$ cat config.mk
export PLATFORM = sky130hd
export DESIGN_NAME = murmur2_hash_32
export DESIGN_NICKNAME = d
export VERILOG_FILES = /design/src/mm2_pkg.sv /design/src/mm2_queue.sv /design/src/mm2_front.sv /design/src/mm2_back.sv /design/src/murmur2_hash_32.sv
export SDC_FILE = /design/constraint.sdc
export NUM_CORES = 2
export LEC_CHECK = 0
export BUFFER_PORTS_ARGS = -buffer_cell sky130_fd_sc_hd__buf_2
export CAP_MARGIN = 20
export CORE_UTILIZATION = 55
export CTS_BUF_LIST = sky130_fd_sc_hd__clkbuf_2 sky130_fd_sc_hd__clkbuf_4 sky130_fd_sc_hd__clkbuf_8
export CTS_CLUSTER_SIZE = 25
export DETAILED_ROUTE_END_ITERATION = 8
export PLACE_DENSITY = 0.78
export RECOVER_POWER = 25
export SYNTH_ARGS = -nofsm -noshare
export SYNTH_HDL_FRONTEND = slang
export SYNTH_HIERARCHICAL = 1
export SYNTH_SLANG_ARGS = --single-unit
$ cat constraint.sdc
create_clock -name clk -period 26.5 [get_ports clk]
set_input_delay 5.3 -clock clk [delete_from_list [all_inputs] [get_ports clk]]
set_output_delay 5.3 -clock clk [all_outputs]
set_load 0.005 [all_outputs]
$ cat src/mm2_pkg.sv
// Types and constants of the MurmurHash2 block.
`default_nettype none

package mm2_pkg;

	localparam logic [31:0] MIX_MUL = 32'h5bd1e995;
	localparam int unsigned MIX_SHIFT = 24;
	localparam int unsigned FIN_SHIFT_A = 13;
	localparam int unsigned FIN_SHIFT_B = 15;
	localparam logic [31:0] SEED_RESET = 32'd10;

	typedef enum logic [1:0] {
		WK_NONE,
		WK_FULL,
		WK_TAIL
	} word_kind_t;

	typedef enum logic {
		BK_RUN,
		BK_FIN
	} back_state_t;

	typedef struct packed {
		word_kind_t  kind;
		logic        first;
		logic        last;
		logic [31:0] init;
		logic [31:0] value;
	} q_entry_t;

endpackage

`default_nettype wire

$ cat src/mm2_queue.sv
// Small FIFO between the word front end and the hash back end.
`default_nettype none

module mm2_queue #(
	parameter int DEPTH = 4,
	parameter int CNT_W = $clog2(DEPTH + 1)
) (
	input  wire                 clk,
	input  wire                 arst_n,
	input  wire                 push,
	input  mm2_pkg::q_entry_t   push_entry,
	input  wire                 pop,
	output mm2_pkg::q_entry_t   pop_entry,
	output logic                not_empty,
	output logic [CNT_W-1:0]    fill
);
	import mm2_pkg::*;

	localparam int PTR_W = $clog2(DEPTH);

	q_entry_t mem_q [DEPTH];
	logic [PTR_W-1:0] wr_ptr_q;
	logic [PTR_W-1:0] rd_ptr_q;
	logic [CNT_W-1:0] fill_q;
	logic             do_pop;

	assign do_pop = pop && (fill_q != '0);
	assign not_empty = (fill_q != '0);
	assign fill = fill_q;
	assign pop_entry = mem_q[rd_ptr_q];

	always_ff @(posedge clk) begin
		if (push) begin
			mem_q[wr_ptr_q] <= push_entry;
		end
	end

	always_ff @(posedge clk or negedge arst_n) begin
		if (!arst_n) begin
			wr_ptr_q <= '0;
			rd_ptr_q <= '0;
			fill_q <= '0;
		end else begin
			if (push) begin
				wr_ptr_q <= (wr_ptr_q == PTR_W'(DEPTH - 1)) ? '0 : wr_ptr_q + 1'b1;
			end
			if (do_pop) begin
				rd_ptr_q <= (rd_ptr_q == PTR_W'(DEPTH - 1)) ? '0 : rd_ptr_q + 1'b1;
			end
			case ({push, do_pop})
				2'b10:   fill_q <= fill_q + 1'b1;
				2'b01:   fill_q <= fill_q - 1'b1;
				default: fill_q <= fill_q;
			endcase
		end
	end

endmodule

`default_nettype wire

$ cat src/mm2_front.sv
// Front end: seed register, word accept, classification and stateless word mix.
`default_nettype none

module mm2_front #(
	parameter int DEPTH = 4,
	parameter int CNT_W = $clog2(DEPTH + 1)
) (
	input  wire                 clk,
	input  wire                 arst_n,
	input  wire                 cfg_we,
	input  wire  [31:0]         cfg_wdata,
	input  wire                 in_valid,
	output logic                in_ready,
	input  wire  [31:0]         data_word,
	input  wire  [2:0]          byte_count,
	input  wire                 first_item,
	input  wire                 last_item,
	input  wire  [30:0]         total_length,
	input  wire  [CNT_W-1:0]    fill,
	output logic                push,
	output mm2_pkg::q_entry_t   push_entry
);
	import mm2_pkg::*;

	logic [31:0]    seed_q;
	logic           v_s1;
	logic           v_s2;
	word_kind_t     kind_s1;
	logic           first_s1;
	logic           last_s1;
	logic [31:0]    init_s1;
	logic [31:0]    tail_s1;
	logic [31:0]    prod_s1;
	q_entry_t       entry_s2;

	logic [CNT_W+1:0] busy;
	logic             accept;
	word_kind_t       kind;
	logic [31:0]      tail_mask;
	logic [31:0]      mul1;
	logic [31:0]      kmix;
	logic [31:0]      mul2;

	// words already in flight count against queue space
	assign busy = (CNT_W+2)'(fill) + (CNT_W+2)'(v_s1) + (CNT_W+2)'(v_s2);
	assign in_ready = busy < (CNT_W+2)'(DEPTH);
	assign accept = in_valid && in_ready;

	always_comb begin
		case (byte_count)
			3'd0:    kind = WK_NONE;
			3'd1,
			3'd2,
			3'd3:    kind = WK_TAIL;
			default: kind = WK_FULL;
		endcase
		case (byte_count)
			3'd1:    tail_mask = 32'h0000_00ff;
			3'd2:    tail_mask = 32'h0000_ffff;
			default: tail_mask = 32'h00ff_ffff;
		endcase
	end

	assign mul1 = data_word * MIX_MUL;
	assign kmix = prod_s1 ^ (prod_s1 >> MIX_SHIFT);
	assign mul2 = kmix * MIX_MUL;

	always_ff @(posedge clk or negedge arst_n) begin
		if (!arst_n) begin
			seed_q <= SEED_RESET;
			v_s1 <= 1'b0;
			v_s2 <= 1'b0;
		end else begin
			if (cfg_we) begin
				seed_q <= cfg_wdata;
			end
			v_s1 <= accept;
			v_s2 <= v_s1;
		end
	end

	always_ff @(posedge clk) begin
		if (accept) begin
			kind_s1 <= kind;
			first_s1 <= first_item;
			last_s1 <= last_item;
			init_s1 <= seed_q ^ {1'b0, total_length};
			tail_s1 <= data_word & tail_mask;
			prod_s1 <= mul1;
		end
		if (v_s1) begin
			entry_s2.kind <= kind_s1;
			entry_s2.first <= first_s1;
			entry_s2.last <= last_s1;
			entry_s2.init <= init_s1;
			entry_s2.value <= (kind_s1 == WK_FULL) ? mul2 : tail_s1;
		end
	end

	assign push = v_s2;
	assign push_entry = entry_s2;

endmodule

`default_nettype wire

$ cat src/mm2_back.sv
// Back end: running hash update, finalization and output register.
`default_nettype none

module mm2_back (
	input  wire                 clk,
	input  wire                 arst_n,
	input  wire                 not_empty,
	input  mm2_pkg::q_entry_t   pop_entry,
	output logic                pop,
	output logic                out_valid,
	input  wire                 out_ready,
	output logic [31:0]         hash_value
);
	import mm2_pkg::*;

	back_state_t state_q;
	back_state_t state_d;
	logic [31:0] h_q;
	logic [31:0] h_d;
	logic        out_valid_q;
	logic [31:0] hash_q;

	logic [31:0] h0;
	logic [31:0] mul_a;
	logic [31:0] p;
	logic        fin_load;

	assign h0 = pop_entry.first ? pop_entry.init : h_q;
	assign p = mul_a * MIX_MUL;

	always_comb begin
		state_d = state_q;
		pop = 1'b0;
		fin_load = 1'b0;
		h_d = h0;
		mul_a = (pop_entry.kind == WK_TAIL) ? (h0 ^ pop_entry.value) : h0;
		case (state_q)
			BK_RUN: begin
				if (not_empty) begin
					pop = 1'b1;
					case (pop_entry.kind)
						WK_FULL: h_d = p ^ pop_entry.value;
						WK_TAIL: h_d = p;
						default: h_d = h0;
					endcase
					if (pop_entry.last) begin
						state_d = BK_FIN;
					end
				end
			end
			BK_FIN: begin
				mul_a = h_q ^ (h_q >> FIN_SHIFT_A);
				if (!out_valid_q || out_ready) begin
					fin_load = 1'b1;
					state_d = BK_RUN;
				end
			end
			default: state_d = BK_RUN;
		endcase
	end

	always_ff @(posedge clk or negedge arst_n) begin
		if (!arst_n) begin
			state_q <= BK_RUN;
			h_q <= '0;
			out_valid_q <= 1'b0;
		end else begin
			state_q <= state_d;
			if (pop) begin
				h_q <= h_d;
			end
			if (fin_load) begin
				out_valid_q <= 1'b1;
			end else if (out_ready) begin
				out_valid_q <= 1'b0;
			end
		end
	end

	always_ff @(posedge clk) begin
		if (fin_load) begin
			hash_q <= p ^ (p >> FIN_SHIFT_B);
		end
	end

	assign out_valid = out_valid_q;
	assign hash_value = hash_q;

endmodule

`default_nettype wire

$ cat src/murmur2_hash_32.sv
// A last word goes via s1, s2, the queue, the running hash and BK_FIN to the output register.
// Throughput: one word per cycle when in_ready; a last word holds the multiplier in BK_FIN.
// The back-end multiplier is shared by the hash update and the final mix.
// Reset (arst_n low, async): queue and pipeline empty, running hash 0, seed 10.
// Top level of the 32-bit MurmurHash2 block.
`default_nettype none

module murmur2_hash_32 #(
	parameter int QUEUE_DEPTH = 4
) (
	input  wire         clk,
	input  wire         arst_n,
	input  wire         cfg_we,
	input  wire  [31:0] cfg_wdata,
	input  wire         in_valid,
	output logic        in_ready,
	input  wire  [31:0] data_word,
	input  wire  [2:0]  byte_count,
	input  wire         first_item,
	input  wire         last_item,
	input  wire  [30:0] total_length,
	output logic        out_valid,
	input  wire         out_ready,
	output logic [31:0] hash_value
);
	import mm2_pkg::*;

	localparam int CNT_W = $clog2(QUEUE_DEPTH + 1);

	logic             push;
	q_entry_t         push_entry;
	logic             pop;
	q_entry_t         pop_entry;
	logic             not_empty;
	logic [CNT_W-1:0] fill;

	mm2_front #(
		.DEPTH(QUEUE_DEPTH),
		.CNT_W(CNT_W)
	) u_front (
		.clk         (clk),
		.arst_n      (arst_n),
		.cfg_we      (cfg_we),
		.cfg_wdata   (cfg_wdata),
		.in_valid    (in_valid),
		.in_ready    (in_ready),
		.data_word   (data_word),
		.byte_count  (byte_count),
		.first_item  (first_item),
		.last_item   (last_item),
		.total_length(total_length),
		.fill        (fill),
		.push        (push),
		.push_entry  (push_entry)
	);

	mm2_queue #(
		.DEPTH(QUEUE_DEPTH),
		.CNT_W(CNT_W)
	) u_queue (
		.clk       (clk),
		.arst_n    (arst_n),
		.push      (push),
		.push_entry(push_entry),
		.pop       (pop),
		.pop_entry (pop_entry),
		.not_empty (not_empty),
		.fill      (fill)
	);

	mm2_back u_back (
		.clk       (clk),
		.arst_n    (arst_n),
		.not_empty (not_empty),
		.pop_entry (pop_entry),
		.pop       (pop),
		.out_valid (out_valid),
		.out_ready (out_ready),
		.hash_value(hash_value)
	);

endmodule

`default_nettype wire

==> results.sh <==
export IMPL_outcome="complete, no violations"
export IMPL_fp_dieArea_um2=89100
export IMPL_first_pass_grt_wire_length_um=179000
export IMPL_final_setup_violation_count=0
export IMPL_setup_tns_final_ns=0
export IMPL_nFillCells=6757
export IMPL_hold_path_class="reg2reg"
export IMPL_yosys_area_top_type_share_pct=28.7
export IMPL_cts_root_buf="sky130_fd_sc_hd__clkbuf_8"
export IMPL_finish_net_count=5570
export IMPL_final_max_slew_viol_count=0
export IMPL_yosys_cell_types_count=77
export IMPL_critPathLaunchType="input pin"
export IMPL_die_y_um=299
export IMPL_cts_inserted_buffers=85
export IMPL_drive_above_1_share_pct=11.2
export IMPL_grt_usage_pct=26.3
export IMPL_regToRegStartpoint="u_queue/rd_ptr_q[0]$_DFFE_PN0P_"
export IMPL_cts_sinks=537
export IMPL_largest_net_degree_at_the_start_of_global_routing=70
export IMPL_fin_worst_skew_ns=0.0541
export IMPL_synth_yosys_warnings=6
export IMPL_post_cts_resized=0
export IMPL_crit_path_max_fanout=11
export IMPL_synth_area_per_cell_um2=11.8
export IMPL_ff_latch_area_um2=15800
export IMPL_fin_ws_ns=14.87
export IMPL_drt_first_iter_violations=2318
export IMPL_synth_area_leaders="sky130_fd_sc_hd__edfxtp_1 29%, sky130_fd_sc_hd__fa_1 22%, sky130_fd_sc_hd__ha_1 17%, sky130_fd_sc_hd__inv_1 8.1%, sky130_fd_sc_hd__dfrtp_1 3.8%"
export IMPL_h_tree_lvls=3
export IMPL_cp_data_arrival_time_ns=12.06
export IMPL_critical_path_max_stage_delay_ns=0.73
export IMPL_hold_violations=0
export IMPL_area_of_the_multi_input_gates_um2=28300
export IMPL_final_common_cell="sky130_fd_sc_hd__inv_1"
export IMPL_cts_tree="built"
export IMPL_gp_congestion=0.943
export IMPL_holdBufCountCts=0
export IMPL_critPathCaptureType="flop"
export IMPL_timing_critical_path_required_ns=26.93
export IMPL_netlist_instances=4089
export IMPL_ys_async_sr_fraction_pct=14.0
export IMPL_holdCritStartpoint="u_front/init_s1[30]$_DFFE_PP_"
export IMPL_routed_wirelength_um=114000
export IMPL_cts_path_max_buffers=3
export IMPL_grt_remaining_overflow=0
export IMPL_crit_path_cell_trace="buf_2 > inv_1 > fa_1 > inv_1 > ha_1 > inv_1 > fa_1 > fa_1 > inv_1 > fa_1 > fa_1 > fa_1 > inv_1 > fa_1 > inv_1 > ha_1 > and3_1 > a221oi_1 > o21ai_0 > a2111oi_2 > o21ai_0 > o311a_1"
export IMPL_routed_wire_length_per_instance_um=20.6
export IMPL_critical_path_class="in2reg"
export IMPL_clock_insertion_delay_worst_skew_ns=0.69
export IMPL_drt_antenna_violating_nets=0
export IMPL_synth_edff_count=462
export IMPL_most_common_layout_cells="1048 x sky130_fd_sc_hd__inv_1, 638 x sky130_fd_sc_hd__ha_1, 529 x sky130_fd_sc_hd__fa_1"
export IMPL_number_of_placed_instances_taps_included=5361
export IMPL_instances_no_fill=5525
export IMPL_ios=139
export IMPL_numPortBuffers=138
export IMPL_worst_slew_margin_rel_pct=21.0
export IMPL_core_area_um2=86900
export IMPL_critical_path_top_cell_by_count="sky130_fd_sc_hd__fa_1"
export IMPL_synth_seq_cells=537
export IMPL_std_cell_rows=108
export IMPL_setup_repair_after_global_routing_missed_its_margin="false"
export IMPL_hpwl_um=90200
export IMPL_cpMaxStageDelayCell="sky130_fd_sc_hd__a2111oi_2"
export IMPL_timing_final_crit_period_ns=11.63
export IMPL_worst_slew_pin_transition_ns=1.18
export IMPL_post_route_drc_count=0
export IMPL_synth_main_ff_cell="sky130_fd_sc_hd__edfxtp_1"
export IMPL_die_w_um=299
export IMPL_share_of_the_yosys_chip_area_belonging_to_registers_pct=32.6
export IMPL_postSynthNetCount=5362
export IMPL_cts_setup_buffers=0
export IMPL_max_cap_violations=0
export IMPL_synth_area_leader_cell="sky130_fd_sc_hd__edfxtp_1"
export IMPL_detailedPlace_worstSlack_ns=14.24
export IMPL_post_synth_instance_area_um2=48400
export IMPL_crit_path_start="data_word[9]"
export IMPL_vias=30279
export IMPL_drt_first_pass_iters=6
export IMPL_fmaxAchievable_mhz=86.0
export IMPL_start_util_pct=55.7
export IMPL_fin_crit_sh_pct=43.9
export IMPL_flow_area_growth_from_synthesis_pct=8.15
export IMPL_vias_per_cell=5.48
export IMPL_antenna_found_initial=2
export IMPL_cts_clk_slew_worst_paths_ns=0.07
export IMPL_vias_in_the_first_global_route=32550
[flip-flops by register name, summed over array words and instances, names as in the netlist, 3 cells and up]
| register | count |
|---|---|
| u_queue/mem_q | 272 |
| u_front/push_entry | 68 |
| u_back/h_q | 32 |
| u_back/hash_value | 32 |
| u_front/init_s1 | 32 |
| u_front/prod_s1 | 32 |
| u_front/seed_q | 32 |
| u_front/tail_s1 | 22 |
| u_queue/fill | 3 |
[metal layers]
layer | global-route usage, % | share of wire, % | routed length, um
met1 | 34.3 | 41 | 46400
met5 | 0 | 0.011 | 13
met3 | 3.63 | 6.3 | 7190
met4 | 9.77 | 3.5 | 4020
met2 | 44.8 | 49 | 56000
[worst max-delay path, delay by kind of cell]
kind                     cells  cell delay [ns]
AO/OA/AOI/OAI                5             1.61
buffers and inverters        7             0.75
adder cells (fa/ha/maj)      9             4.18
AND/OR/NAND/NOR              1             0.21
[cells in the mapped netlist, drive strengths merged (19+ instances only)]
| cell | number |
|---|---|
| dfrtp | 73 |
| mux2 | 37 |
| xnor2 | 200 |
| and2 | 29 |
| inv | 1048 |
| fa | 529 |
| nor2 | 88 |
| mux2i | 22 |
| a21o | 43 |
| mux4 | 68 |
| xor2 | 133 |
| nand2 | 127 |
| nor2b | 19 |
| buf | 26 |
| o21ai | 129 |
| edfxtp | 462 |
| nor3 | 31 |
| a21oi | 124 |
| clkbuf | 42 |
| ha | 639 |
[layout make-up]
class	count	area share, %
clock inverters	43	0.741
repair buffers	189	2.06
multi-input cells	2436	54.1
clock buffers	116	2.72
diodes	1	0.00478
flip-flops and latches	537	30.1
well taps	1155	2.76
inverters	1048	7.52
[through the flow]
| stage | hold WS [ns] | cell area (um2) | utilization [%] |
|---|---|---|---|
| finish | 0.415 | 52300 | 60.2 |
| floorplan | 0.400 | 48400 | - |
| global route | 0.418 | 52300 | 60.2 |
| CTS | 0.417 | 52300 | 60.2 |
| detailed placement | 0.405 | 50500 | 58.1 |
| global placement | 0.402 | 50500 | 58.1 |
[path summary, 6_finish.rpt]
kind,end,slack [ns],depth (start not counted)
hold reg to reg,u_front/push_entry[62]$_DFFE_PP_,0.41,0
hold / removal,u_front/push_entry[62]$_DFFE_PP_,0.41,0
setup reg to reg,u_back/hash_value[14]$_DFFE_PP_,15.90,31
max in group asynchronous,u_queue/rd_ptr_q[0]$_DFFE_PN0P_,20.86,2
min in group asynchronous,u_back/out_valid$_DFFE_PN0P_,4.62,1
setup / recovery,u_front/prod_s1[31]$_DFFE_PP_,14.87,22
[cells by family (layout without fill, tap and decap cells)]
logic type	Yosys count	in the layout	share of synthesized area (%)
adder cells (fa/ha/maj)	1171	1171	38.5
flip-flops	537	537	32.6
XOR/XNOR	336	336	6.23
buffers and inverters	1116	1396	9.01
AO/OA/AOI/OAI	421	421	5.44
AND/OR/NAND/NOR	381	381	3.79
other	0	1	0
multiplexers	127	127	4.48
Power is left out: the tool's default activity adds up to more than one toggle a clock period on the data nets, which glitch-free logic cannot reach.
